--- config.mk ---
export PLATFORM = sky130hd
export DESIGN_NAME = framed_packet_receiver_crc16
export DESIGN_NICKNAME = d
export VERILOG_FILES = /design/src/hdl/frp_pkg.sv /design/src/hdl/frp_parser.sv /design/src/hdl/framed_packet_receiver_crc16.sv
export VERILOG_INCLUDE_DIRS = /design/src /design/src/hdl
export SDC_FILE = /design/constraint.sdc
export NUM_CORES = 1
export LEC_CHECK = 0
export ABC_CLOCK_PERIOD_IN_PS = 6160
export BUFFER_PORTS_ARGS = -buffer_cell sky130_fd_sc_hd__buf_2
export CORE_ASPECT_RATIO = 1.5
export CORE_MARGIN = 8
export CORE_UTILIZATION = 52
export CTS_CLUSTER_DIAMETER = 40
export CTS_CLUSTER_SIZE = 40
export DETAILED_ROUTE_END_ITERATION = 12
export PLACE_DENSITY = 0.77
export SYNTH_ARGS = -nofsm -noshare
export SYNTH_HDL_FRONTEND = slang
export SYNTH_SLANG_ARGS = --single-unit
export TNS_END_PERCENT = 20
--- constraint.sdc ---
create_clock -name clk_i -period 6.16 [get_ports clk_i]
set_input_delay 0.616 -clock clk_i [delete_from_list [all_inputs] [get_ports clk_i]]
set_output_delay 0.616 -clock clk_i [all_outputs]
set_load 0.005 [all_outputs]
--- src/hdl/assert_macros.svh ---
// Assertion macros shared by the receiver RTL.
// Define ASSERT_OFF to compile the checks out.
`ifndef ASSERT_MACROS_SVH
`define ASSERT_MACROS_SVH

`ifndef ASSERT_OFF

`define ASSERT_PROP(lbl, clk, rst_n, prop, msg) \
  lbl: assert property (@(posedge clk) disable iff (!(rst_n)) (prop)) else $error(msg);

`define ASSERT_NEVER(lbl, clk, rst_n, expr, msg) \
  lbl: assert property (@(posedge clk) disable iff (!(rst_n)) !(expr)) else $error(msg);

`else

`define ASSERT_PROP(lbl, clk, rst_n, prop, msg)

`define ASSERT_NEVER(lbl, clk, rst_n, expr, msg)

`endif

`endif

--- src/hdl/frp_pkg.sv ---
// Types, constants and the CRC-16/ARC byte update for the framed packet receiver.
// No dependencies.
package frp_pkg;

  localparam logic [15:0] CRC_POLY = 16'hA001;
  localparam logic [15:0] CRC_INIT = 16'h0000;

  localparam logic [7:0] RST_SYNC_FIRST  = 8'd170;
  localparam logic [7:0] RST_SYNC_SECOND = 8'd85;
  localparam logic [7:0] RST_VERSION     = 8'd1;
  localparam logic [7:0] RST_MAX_PAYLOAD = 8'd64;

  localparam int unsigned PADDR_W = 4;

  typedef enum logic [1:0] {
    REG_SYNC_FIRST  = 2'd0,
    REG_SYNC_SECOND = 2'd1,
    REG_VERSION     = 2'd2,
    REG_MAX_PAYLOAD = 2'd3
  } reg_idx_e;

  typedef enum logic [2:0] {
    ST_BODY      = 3'd0,
    ST_OK        = 3'd1,
    ST_CRC_FAIL  = 3'd2,
    ST_BAD_VER   = 3'd3,
    ST_LEN_OVF   = 3'd4,
    ST_SYNC_MISS = 3'd5
  } status_e;

  typedef struct packed {
    logic [7:0] sync_first;
    logic [7:0] sync_second;
    logic [7:0] protocol_version;
    logic [7:0] max_payload;
  } cfg_t;

  typedef struct packed {
    status_e     status;
    logic [7:0]  data_byte;
    logic [7:0]  frame_flags;
    logic [15:0] frame_cmd;
    logic [7:0]  frame_seq;
    logic [7:0]  frame_len;
  } result_t;

  function automatic logic [15:0] crc_arc_byte(input logic [15:0] crc, input logic [7:0] b);
    logic [15:0] c;
    c = crc ^ {8'h00, b};
    for (int i = 0; i < 8; i++) begin
      if (c[0]) begin
        c = (c >> 1) ^ CRC_POLY;
      end else begin
        c = c >> 1;
      end
    end
    return c;
  endfunction

endpackage

--- src/hdl/frp_parser.sv ---
// Frame parser state machine: sync hunt, header capture, body pass-through, CRC check.
// Depends on frp_pkg.
module frp_parser (
  input  logic             clk_i,
  input  logic             rst_ni,
  input  logic             step_i,
  input  logic [7:0]       byte_i,
  input  frp_pkg::cfg_t    cfg_i,
  output logic             res_valid_o,
  output frp_pkg::result_t res_o
);
  import frp_pkg::*;

  typedef enum logic [2:0] {
    PH_SYNC1  = 3'd0,
    PH_SYNC2  = 3'd1,
    PH_HEADER = 3'd2,
    PH_BODY   = 3'd3,
    PH_CRC    = 3'd4
  } phase_e;

  phase_e      phase_q, phase_d;
  logic [2:0]  pos_q, pos_d;
  logic [7:0]  body_q, body_d;
  logic        crc_pos_q, crc_pos_d;
  logic [7:0]  crc_low_q, crc_low_d;
  logic [15:0] crc_q, crc_d;
  logic [7:0]  ver_q, ver_d;
  logic [7:0]  flags_q, flags_d;
  logic [15:0] cmd_q, cmd_d;
  logic [7:0]  seq_q, seq_d;
  logic [7:0]  len_q, len_d;
  logic [15:0] crc_next;
  logic        hunt;

  assign crc_next = crc_arc_byte(crc_q, byte_i);

  always_comb begin
    phase_d     = phase_q;
    pos_d       = pos_q;
    body_d      = body_q;
    crc_pos_d   = crc_pos_q;
    crc_low_d   = crc_low_q;
    crc_d       = crc_q;
    ver_d       = ver_q;
    flags_d     = flags_q;
    cmd_d       = cmd_q;
    seq_d       = seq_q;
    len_d       = len_q;
    hunt        = 1'b0;
    res_valid_o = 1'b0;
    res_o.status    = ST_BODY;
    res_o.data_byte = 8'h00;
    if (step_i) begin
      case (phase_q)
        PH_SYNC1: begin
          if (byte_i == cfg_i.sync_first) begin
            phase_d = PH_SYNC2;
          end else begin
            res_valid_o  = 1'b1;
            res_o.status = ST_SYNC_MISS;
          end
        end
        PH_SYNC2: begin
          if (byte_i == cfg_i.sync_second) begin
            phase_d = PH_HEADER;
            pos_d   = 3'd0;
            crc_d   = CRC_INIT;
          end else if (byte_i != cfg_i.sync_first) begin
            hunt         = 1'b1;
            res_valid_o  = 1'b1;
            res_o.status = ST_SYNC_MISS;
          end
        end
        PH_HEADER: begin
          case (pos_q)
            3'd0:    ver_d   = byte_i;
            3'd1:    flags_d = byte_i;
            3'd2:    cmd_d   = {8'h00, byte_i};
            3'd3:    cmd_d   = {byte_i, cmd_q[7:0]};
            3'd4:    seq_d   = byte_i;
            default: len_d   = byte_i;
          endcase
          crc_d = crc_next;
          pos_d = pos_q + 3'd1;
          if (pos_d >= 3'd6) begin
            if (ver_d != cfg_i.protocol_version) begin
              hunt         = 1'b1;
              res_valid_o  = 1'b1;
              res_o.status = ST_BAD_VER;
            end else if (len_d > cfg_i.max_payload) begin
              hunt         = 1'b1;
              res_valid_o  = 1'b1;
              res_o.status = ST_LEN_OVF;
            end else begin
              body_d    = 8'd0;
              crc_pos_d = 1'b0;
              phase_d   = (len_d == 8'd0) ? PH_CRC : PH_BODY;
            end
          end
        end
        PH_BODY: begin
          crc_d           = crc_next;
          body_d          = body_q + 8'd1;
          res_valid_o     = 1'b1;
          res_o.status    = ST_BODY;
          res_o.data_byte = byte_i;
          if (body_d >= len_q) begin
            phase_d   = PH_CRC;
            crc_pos_d = 1'b0;
          end
        end
        PH_CRC: begin
          if (!crc_pos_q) begin
            crc_low_d = byte_i;
            crc_pos_d = 1'b1;
          end else begin
            hunt         = 1'b1;
            res_valid_o  = 1'b1;
            res_o.status = ({byte_i, crc_low_q} == crc_q) ? ST_OK : ST_CRC_FAIL;
          end
        end
        default: hunt = 1'b1;
      endcase
    end
    res_o.frame_flags = flags_d;
    res_o.frame_cmd   = cmd_d;
    res_o.frame_seq   = seq_d;
    res_o.frame_len   = len_d;
    if (hunt) begin
      phase_d   = PH_SYNC1;
      pos_d     = 3'd0;
      body_d    = 8'd0;
      crc_pos_d = 1'b0;
      crc_low_d = 8'd0;
      crc_d     = CRC_INIT;
      ver_d     = 8'd0;
      flags_d   = 8'd0;
      cmd_d     = 16'd0;
      seq_d     = 8'd0;
      len_d     = 8'd0;
    end
  end

  always_ff @(posedge clk_i or negedge rst_ni) begin
    if (!rst_ni) begin
      phase_q   <= PH_SYNC1;
      pos_q     <= 3'd0;
      body_q    <= 8'd0;
      crc_pos_q <= 1'b0;
      crc_low_q <= 8'd0;
      crc_q     <= CRC_INIT;
      ver_q     <= 8'd0;
      flags_q   <= 8'd0;
      cmd_q     <= 16'd0;
      seq_q     <= 8'd0;
      len_q     <= 8'd0;
    end else begin
      phase_q   <= phase_d;
      pos_q     <= pos_d;
      body_q    <= body_d;
      crc_pos_q <= crc_pos_d;
      crc_low_q <= crc_low_d;
      crc_q     <= crc_d;
      ver_q     <= ver_d;
      flags_q   <= flags_d;
      cmd_q     <= cmd_d;
      seq_q     <= seq_d;
      len_q     <= len_d;
    end
  end

endmodule

--- src/hdl/framed_packet_receiver_crc16.sv ---
// Top level of the framed packet receiver: APB register file, input stage, result stage.
// Depends on frp_pkg, frp_parser and assert_macros.svh.
//
// Usage:
//   Input channel: rx_byte_i with in_valid_i / in_stall_o, one byte per transaction.
//   Output channel: status_o, data_byte_o and the frame_* fields with
//   out_valid_o / out_stall_i; zero or one result transaction per input byte.
//   A byte is captured in the input register, stepped through the parser once
//   the result stage is free, and its result is loaded into the result register
//   as it is stepped.
//   Throughput is one byte per cycle while out_stall_i holds no pending result;
//   the parser's combinational CRC byte update and state step set that figure.
//   When out_stall_i holds a pending result, the input register keeps one byte
//   and in_stall_o rises only while that byte cannot be stepped.
//   Reset returns the parser to the sync hunt, clears both stages and loads the
//   register defaults: sync 0xAA then 0x55, version 1, max body length 64.
//   Registers sit at byte addresses 0, 4, 8, 12; write them only while idle.
module framed_packet_receiver_crc16 (
  input  logic                         clk_i,
  input  logic                         rst_ni,
  input  logic                         psel,
  input  logic                         penable,
  input  logic                         pwrite,
  input  logic [frp_pkg::PADDR_W-1:0]  paddr,
  input  logic [31:0]                  pwdata,
  output logic [31:0]                  prdata,
  output logic                         pready,
  input  logic                         in_valid_i,
  output logic                         in_stall_o,
  input  logic [7:0]                   rx_byte_i,
  output logic                         out_valid_o,
  input  logic                         out_stall_i,
  output logic [2:0]                   status_o,
  output logic [7:0]                   data_byte_o,
  output logic [7:0]                   frame_flags_o,
  output logic [15:0]                  frame_cmd_o,
  output logic [7:0]                   frame_seq_o,
  output logic [7:0]                   frame_len_o
);
  import frp_pkg::*;
  `include "assert_macros.svh"

  cfg_t     cfg_q, cfg_d;
  logic     cfg_wr;
  reg_idx_e reg_idx;

  logic     s1_valid_q, s1_valid_d;
  logic [7:0] s1_byte_q;
  logic     out_valid_q, out_valid_d;
  result_t  out_res_q;
  logic     out_free, step, in_accept;
  logic     res_valid;
  result_t  res;

  assign pready  = 1'b1;
  assign cfg_wr  = psel && penable && pwrite;
  assign reg_idx = reg_idx_e'(paddr[3:2]);

  always_comb begin
    cfg_d  = cfg_q;
    prdata = 32'd0;
    case (reg_idx)
      REG_SYNC_FIRST: begin
        prdata = {24'd0, cfg_q.sync_first};
        if (cfg_wr) cfg_d.sync_first = pwdata[7:0];
      end
      REG_SYNC_SECOND: begin
        prdata = {24'd0, cfg_q.sync_second};
        if (cfg_wr) cfg_d.sync_second = pwdata[7:0];
      end
      REG_VERSION: begin
        prdata = {24'd0, cfg_q.protocol_version};
        if (cfg_wr) cfg_d.protocol_version = pwdata[7:0];
      end
      REG_MAX_PAYLOAD: begin
        prdata = {24'd0, cfg_q.max_payload};
        if (cfg_wr) cfg_d.max_payload = pwdata[7:0];
      end
      default: prdata = 32'd0;
    endcase
  end

  assign out_free   = !out_valid_q || !out_stall_i;
  assign step       = s1_valid_q && out_free;
  assign in_stall_o = s1_valid_q && !out_free;
  assign in_accept  = in_valid_i && !in_stall_o;

  always_comb begin
    s1_valid_d = s1_valid_q;
    if (in_accept) begin
      s1_valid_d = 1'b1;
    end else if (step) begin
      s1_valid_d = 1'b0;
    end
    out_valid_d = out_valid_q;
    if (out_free) begin
      out_valid_d = step && res_valid;
    end
  end

  frp_parser u_parser (
    .clk_i       (clk_i),
    .rst_ni      (rst_ni),
    .step_i      (step),
    .byte_i      (s1_byte_q),
    .cfg_i       (cfg_q),
    .res_valid_o (res_valid),
    .res_o       (res)
  );

  always_ff @(posedge clk_i or negedge rst_ni) begin
    if (!rst_ni) begin
      cfg_q.sync_first       <= RST_SYNC_FIRST;
      cfg_q.sync_second      <= RST_SYNC_SECOND;
      cfg_q.protocol_version <= RST_VERSION;
      cfg_q.max_payload      <= RST_MAX_PAYLOAD;
      s1_valid_q             <= 1'b0;
      out_valid_q            <= 1'b0;
    end else begin
      cfg_q       <= cfg_d;
      s1_valid_q  <= s1_valid_d;
      out_valid_q <= out_valid_d;
    end
  end

  always_ff @(posedge clk_i) begin
    if (in_accept) begin
      s1_byte_q <= rx_byte_i;
    end
    if (step && res_valid && out_free) begin
      out_res_q <= res;
    end
  end

  assign out_valid_o   = out_valid_q;
  assign status_o      = out_res_q.status;
  assign data_byte_o   = out_res_q.data_byte;
  assign frame_flags_o = out_res_q.frame_flags;
  assign frame_cmd_o   = out_res_q.frame_cmd;
  assign frame_seq_o   = out_res_q.frame_seq;
  assign frame_len_o   = out_res_q.frame_len;

  `ASSERT_NEVER(a_stall_needs_item, clk_i, rst_ni, in_stall_o && !s1_valid_q, "stall without held byte")
  `ASSERT_PROP(a_data_only_body, clk_i, rst_ni, (out_valid_o && status_o != ST_BODY) |-> (data_byte_o == 8'd0), "data on non-body result")
  `ASSERT_PROP(a_sync_miss_clean, clk_i, rst_ni, (out_valid_o && status_o == ST_SYNC_MISS) |-> (frame_flags_o == 8'd0 && frame_cmd_o == 16'd0 && frame_seq_o == 8'd0 && frame_len_o == 8'd0), "sync miss carries header")

endmodule

# Yosys cells after proc, flatten, opt, wreduce, memory -nomap -nowiden
# Cells that the tools add are included.
[totals] reg_bits=180 inputBits=51 output_inout_bits=86 word_cells=191
[op_classes] n_addsub=2 order_cmp=3 eq_ne=23 muxes=90 bitwise=9 n_reduce_logical=40
[ops] op="8-bit 2-to-1 mux" count=29
[ops] op="16-bit 2-to-1 mux" count=14
[ops] op="32-bit one-hot mux with 4 select lines" count=1
[ops] op="16-bit one-hot mux with 2 select lines" count=2
[ops] op="3-bit 2-to-1 mux" count=19
[ops] op="2-bit NOT with 3-bit output" count=8
[ops] op="3-bit one-hot mux with 4 select lines" count=2
[ops] op="1-bit 2-to-1 mux" count=17
[ops] op="16-bit == test" count=1
[ops] op="8-bit == test" count=2
[ops] op="8-bit != test" count=2
[ops] op="8-bit one-hot mux with 2 select lines" count=1
[ops] op="16-bit by 8-bit bitwise XOR with 16-bit output" count=1
[ops] op="3-bit by 2-bit == test with 1-bit output, second input constant" count=4
[ops] op="3-bit by 1-bit != test with 1-bit output, second input constant" count=4
[ops] op="2-bit AND reduction" count=6
[ops] op="3-bit AND reduction" count=3
[ops] op="3-bit nonzero test" count=3
[ops] op="8-bit by 1-bit adder with 8-bit output, second input constant" count=1
[ops] op="8-bit greater-or-equal comparator" count=1
[ops] op="8-bit > comparator" count=1
[ops] op="8-bit zero test" count=1
[ops] op="8-bit AND reduction" count=1
[ops] op="2-bit nonzero test" count=4
[ops] op="24 further kinds" count=39

# Depth between registers and ports, before layout
[logic_depth] word_depth=20 ltp_mapped=17 ltp_nobuf=15

# By module
# A second synthesis with hierarchy kept.
[unflattened] cells_unflattened=750 area_unflattened_um2=9148.8
[by_module_without_submodules] module="frp_parser" n_inst=1 cells_each=573 area_per_inst_um2=5591.6 seq_area_each_um2=2177.1
[by_module_without_submodules] module="framed_packet_receiver_crc16" n_inst=1 cells_each=177 area_per_inst_um2=3557.2 seq_area_each_um2=2635.0

# Worst setup path after synthesis
# Ideal clock, no wire load.
[synth_timing] path_type="flip-flop to flip-flop" start="register u_parser.pos_q[0]" end="register out_res_q (netlist bit data_byte_o[0]) (enable)" setup_ns=0.490 arrival_ns=5.506 required_time_ns=5.670 setup_slack_ns=0.164 path_stages_with_launch=15 n_path_buf=1 period_less_slack_ns=5.996 cell_sequence="dfrtp_1 inv_1 ha_1 nor2_1 o21ai_0 clkbuf_1 mux2i_1 inv_1 ha_1 o21ai_0 nor2_1 nand4bb_1 and4_1 a21oi_2 a41oi_1"
[synth_between] elab_chain_cells=13 word_cells_on_any_way=23 classes_between="add/sub: 1; order compare: 2; eq/ne: 5; mux: 11; reduce/logical: 4"
[synth_lines] element="start: declaration" line_no="frp_parser.sv:23" text="logic [2:0] pos_q, pos_d;"
[synth_lines] element="start signal: assignment" line_no="frp_parser.sv:160" text="pos_q <= pos_d;"
[synth_lines] element="3-bit by 1-bit == test with 1-bit output, or another cell as far along" line_no="frp_parser.sv:76" text="case (pos_q)"
[synth_lines] element="5-bit OR reduction (no source line)"
[synth_lines] element="8-bit 2-to-1 mux" line_no="frp_parser.sv:76"
[synth_lines] element="8-bit 2-to-1 mux" line_no="frp_parser.sv:55" text="case (phase_q)"
[synth_lines] element="8-bit 2-to-1 mux" line_no="frp_parser.sv:54" text="if (step_i) begin"
[synth_lines] element="8-bit > comparator" line_no="frp_parser.sv:91" text="end else if (len_d > cfg_i.max_payload) begin"
[synth_lines] element="1-bit 2-to-1 mux" line_no="frp_parser.sv:91"
[synth_lines] element="1-bit 2-to-1 mux" line_no="frp_parser.sv:87" text="if (ver_d != cfg_i.protocol_version) begin"
[synth_lines] element="1-bit 2-to-1 mux (*)" line_no="frp_parser.sv:86" text="if (pos_d >= 3'd6) begin"
[synth_lines] element="1-bit one-hot mux with 5 select lines (*)" line_no="frp_parser.sv:55"
[synth_lines] element="1-bit 2-to-1 mux (*)" line_no="frp_parser.sv:54"
[synth_lines] element="1-bit logical AND (*) (2 in series)" line_no="framed_packet_receiver_crc16.sv:130" text="if (step && res_valid && out_free) begin"
[synth_lines] element="end signal: assignment" line_no="framed_packet_receiver_crc16.sv:131" text="out_res_q <= res;"
[synth_lines] element="end: declaration" line_no="framed_packet_receiver_crc16.sv:50" text="result_t out_res_q;"
# Every way passes the cells marked *; elsewhere a longest branch is shown, timed or not. The select of a mux whose other input is x is not followed.
# A chain may end at the register's enable or synchronous reset.

# Final worst setup path
[layout_timing] start="register u_parser.pos_q[1]" end="register u_parser.pos_q[0]"
[layout_between] elab_chain_cells=13 word_cells_on_any_way=26 classes_between="add/sub: 1; order compare: 2; eq/ne: 6; mux: 12; reduce/logical: 5"
[layout_lines] element="3-bit by 1-bit == test with 1-bit output, or another cell as far along" line_no="frp_parser.sv:76"
[layout_lines] element="5-bit OR reduction (no source line)"
[layout_lines] element="8-bit 2-to-1 mux" line_no="frp_parser.sv:76"
[layout_lines] element="8-bit 2-to-1 mux" line_no="frp_parser.sv:55"
[layout_lines] element="8-bit 2-to-1 mux" line_no="frp_parser.sv:54"
[layout_lines] element="8-bit > comparator" line_no="frp_parser.sv:91"
[layout_lines] element="1-bit 2-to-1 mux" line_no="frp_parser.sv:91"
[layout_lines] element="1-bit 2-to-1 mux" line_no="frp_parser.sv:87"
[layout_lines] element="1-bit 2-to-1 mux (*)" line_no="frp_parser.sv:86"
[layout_lines] element="1-bit one-hot mux with 4 select lines (*)" line_no="frp_parser.sv:55"
[layout_lines] element="1-bit 2-to-1 mux (*)" line_no="frp_parser.sv:54"
[layout_lines] element="3-bit by 1-bit != test with 1-bit output (no source line), or another cell as far along"
[layout_lines] element="3-bit AND reduction (no source line)"
# Marked as above.

==> results.json <==
{
  "power.internal_mw": 3.121,
  "p_sw_mw": 1.862,
  "worst_path_most_repeated_cell": "ha_1",
  "grt_pass1_wl_um": 32620,
  "clk_path_buf_depth": 2,
  "io_buffers": 85,
  "gp_congestion": 0.9131,
  "ys_types": 58,
  "dpl.cell_count": 1027,
  "final_common_cell": "dfrtp_1",
  "first_global_vias": 6169,
  "cts_made_buffers": 17,
  "switching_share_pct": 37.37,
  "dieHeight_um": 177.7,
  "post_cts_buffers": 0,
  "max_stage_delay_ps": 520,
  "fin_crit_sh_pct": 67.73,
  "rows": 59,
  "ys_ff_latch": 180,
  "peakVddDrop_mv": 0.2510,
  "grt_usage_pct": 19.31,
  "p_seq_share_pct": 40.1,
  "yosysWarnings": 0,
  "hold_viol": 0,
  "drv_cap": 0,
  "tns_ps": 0,
  "syn_inst": 761,
  "gr-total-overflow": 0,
  "drtIter0Drc": 369,
  "vias": 6016,
  "hold_class": "in2async",
  "crit_type": "reg2reg",
  "seq_area_frac_synth_pct": 53.08,
  "dpl.hpwl_um": 14130,
  "antenna_left": 0,
  "h-tree-depth": 4,
  "final_cells": 1059,
  "start_util_pct": 52.70,
  "routed_via_density": 5.681,
  "status": "finished clean",
  "tightestPinTransition_ps": 1135,
  "fin_crit_ps": 4172,
  "worstPathArrival_ps": 4500,
  "antenna_found_initial": 0,
  "ctsResizeCount": 0,
  "post_drt_wl_per_cell_um": 19.17,
  "cp-end-kind": "register",
  "synth_area_um2": 9065,
  "drcViolationCount": 0,
  "postSynthAreaPerCell_um2": 11.91,
  "mostFrequentLayoutCells": "dfrtp_1, buf_2, edfxtp_1, mux2_2, xor2_1",
  "clockPowerShare_pct": 20.9,
  "leakagePower_nw": 4.568,
  "worstPathMaxFanout": 37,
  "slew_headroom_pct": 24.37,
  "required_ps": 6490,
  "drive_gt1_share_pct": 25.06,
  "grt_max_degree": 63,
  "powerDensity_nw_per_um2": 491.3,
  "crit_chain": "ha_1 -> ha_1 -> nor2_1 -> o21ai_0 -> buf_4 -> mux2i_1 -> inv_1 -> ha_1 -> a211oi_1 -> nor2_1 -> or3_1 -> and4_1 -> a21oi_2 -> a31oi_4 -> a211oi_2",
  "yosys_most_used_dff": "dfrtp_1",
  "cts_hold_buf": 0,
  "fin_skew_ps": 15.61,
  "fmaxAchievable_mhz": 239.7,
  "core_um2": 17200,
  "slew_violations": 0,
  "path_clk_slew_ps": 70,
  "wl_um": 20300,
  "synth-edff-count": 59,
  "finalSetupViolations": 0,
  "boundaryPins": 137,
  "drt_first_pass_iters": 4,
  "crit_slowest_cell": "a31oi_4",
  "nets": 906,
  "combPwrFrac_pct": 39.0,
  "rsz0062_at_grt": "false",
  "die_x_um": 123.8,
  "die-area_um2": 22000,
  "synth-async-reset-ratio_pct": 67.22,
  "start_kind": "register",
  "cts_sinks": 180,
  "cts-root-buf": "clkbuf_16",
  "insertion_delay_ps": 430,
  "area_growth_syn_to_layout_pct": 11.90,
  "cts_tree": "done",
  "diodes": 0
}
-- flip-flops by register name, summed over array words and instances, names as in the netlist, 3 cells and up --
| register | cells |
|---|---|
| cfg_q | 32 |
| data_byte_o | 8 |
| frame_cmd_o | 16 |
| frame_flags_o | 8 |
| frame_len_o | 8 |
| frame_seq_o | 8 |
| s1_byte_q | 8 |
| status_o | 3 |
| u_parser.body_q | 8 |
| u_parser.cmd_q | 16 |
| u_parser.crc_low_q | 8 |
| u_parser.crc_q | 16 |
| u_parser.flags_q | 8 |
| u_parser.len_q | 8 |
| u_parser.phase_q | 3 |
| u_parser.pos_q | 3 |
| u_parser.seq_q | 8 |
| u_parser.ver_q | 8 |
-- layout make-up --
cell class | count | area (um^2)
clock inverter | 15 | 146.4
tap | 213 | 266.5
inverter | 34 | 127.6
fill | 1442 | 7057
sequential | 180 | 4812
multi-input combinational | 505 | 3862
clock buffer | 17 | 425.4
timing repair buffer | 95 | 503.0
-- power by group through the flow --
stage | clock (mW) | combinational, mW | sequential (mW)
after floorplan | 0 | 1.49 | 1.95
after global placement | 0 | 1.90 | 2.00
after detailed placement | 0 | 1.95 | 2.02
after CTS | 1.06 | 1.96 | 2.00
after global routing | 1.11 | 2.19 | 2.04
final | 1.04 | 1.94 | 2.00
-- cells by family after synthesis --
family,after synthesis,synth area share (%)
DFF,180,53.08
xor gates and xnor gates,73,7.053
adders and majority gates,22,3.037
muxes,67,9.206
and+or+nand+nor,173,10.17
other,2,0.08285
AOI/OAI and AO/OA,145,11.84
buffers and inverters,99,5.521
-- worst paths after layout --
| check | start | to | slack [ps] | cells after the start |
|---|---|---|---|---|
| max | u_parser.pos_q[1] | u_parser.pos_q[0] | 1990 | 15 |
| min | rst_ni | u_parser.crc_q[5] | 250 | 1 |
| max reg2reg | u_parser.pos_q[1] | u_parser.pos_q[0] | 1990 | 15 |
| min reg2reg | u_parser.ver_q[5] | u_parser.ver_q[5] | 520 | 2 |
| max in group asynchronous | rst_ni | u_parser.len_q[6] | 4640 | 2 |
| min in group clk_i | rx_byte_i[4] | s1_byte_q[4] | 360 | 1 |
-- worst max-delay path, delay by kind of cell, from the launching register on --
kind | cells | cell delay [ps]
buf+inv | 2 | 280
simple gates | 4 | 810
fa+ha+maj | 3 | 730
mux | 1 | 270
flops | 1 | 420
compound gates | 5 | 1560
-- synthesized netlist by cell type (3+ instances only) --
master,count,share of area (%)
and2_1,11,0.76
xor2_1,47,4.5
inv_1,34,1.4
clkbuf_1,23,0.95
or3_1,4,0.28
nand4_1,4,0.28
nor2_1,21,0.87
o21ai_0,23,1.3
nor2b_1,24,1.7
buf_1,3,0.12
mux4_2,8,2.0
nor4_1,14,0.97
buf_4,27,2.2
a21oi_1,27,1.5
ha_1,22,3.0
dfrtp_1,111,31
buf_2,10,0.55
nand3_1,19,1.0
mux2_2,51,6.3
a21o_1,10,0.83
a211oi_1,4,0.33
a22o_1,33,3.2
nand2_1,45,1.9
dfstp_2,10,2.9
xnor2_1,26,2.5
and3_1,7,0.48
a211oi_2,3,0.41
mux2i_1,8,0.88
edfxtp_1,59,20
a21boi_0,20,1.7
nand2b_1,6,0.41
a31oi_1,4,0.28
nor3_1,5,0.28
and4_1,3,0.29
-- per-layer routing --
| metal | global-route usage (%) | vias up | part of all wire, % |
|---|---|---|---|
| met5 | 0 | - | 0 |
| met4 | 8.463 | 0 | 3.0 |
| met3 | 3.949 | 41 | 6.0 |
| met2 | 32.90 | 175 | 52 |
| met1 | 22.86 | 2993 | 39 |
| li1 | - | 2807 | - |
-- per-stage QoR --
step	utilization [%]	instance area, um^2	power [mW]	hold WS, ps	setup WS (ps)
final	58.97	10140	4.984	254.3	1988
after global routing	58.97	10140	5.337	315.7	1633
after CTS	58.97	10140	5.018	279.7	1990
after detailed placement	55.65	9572	3.970	506.9	2009
after global placement	55.65	9572	3.899	502.9	2045
after floorplan	-	9151	3.441	320.4	164.3
(Power assumes the default switching activity.)
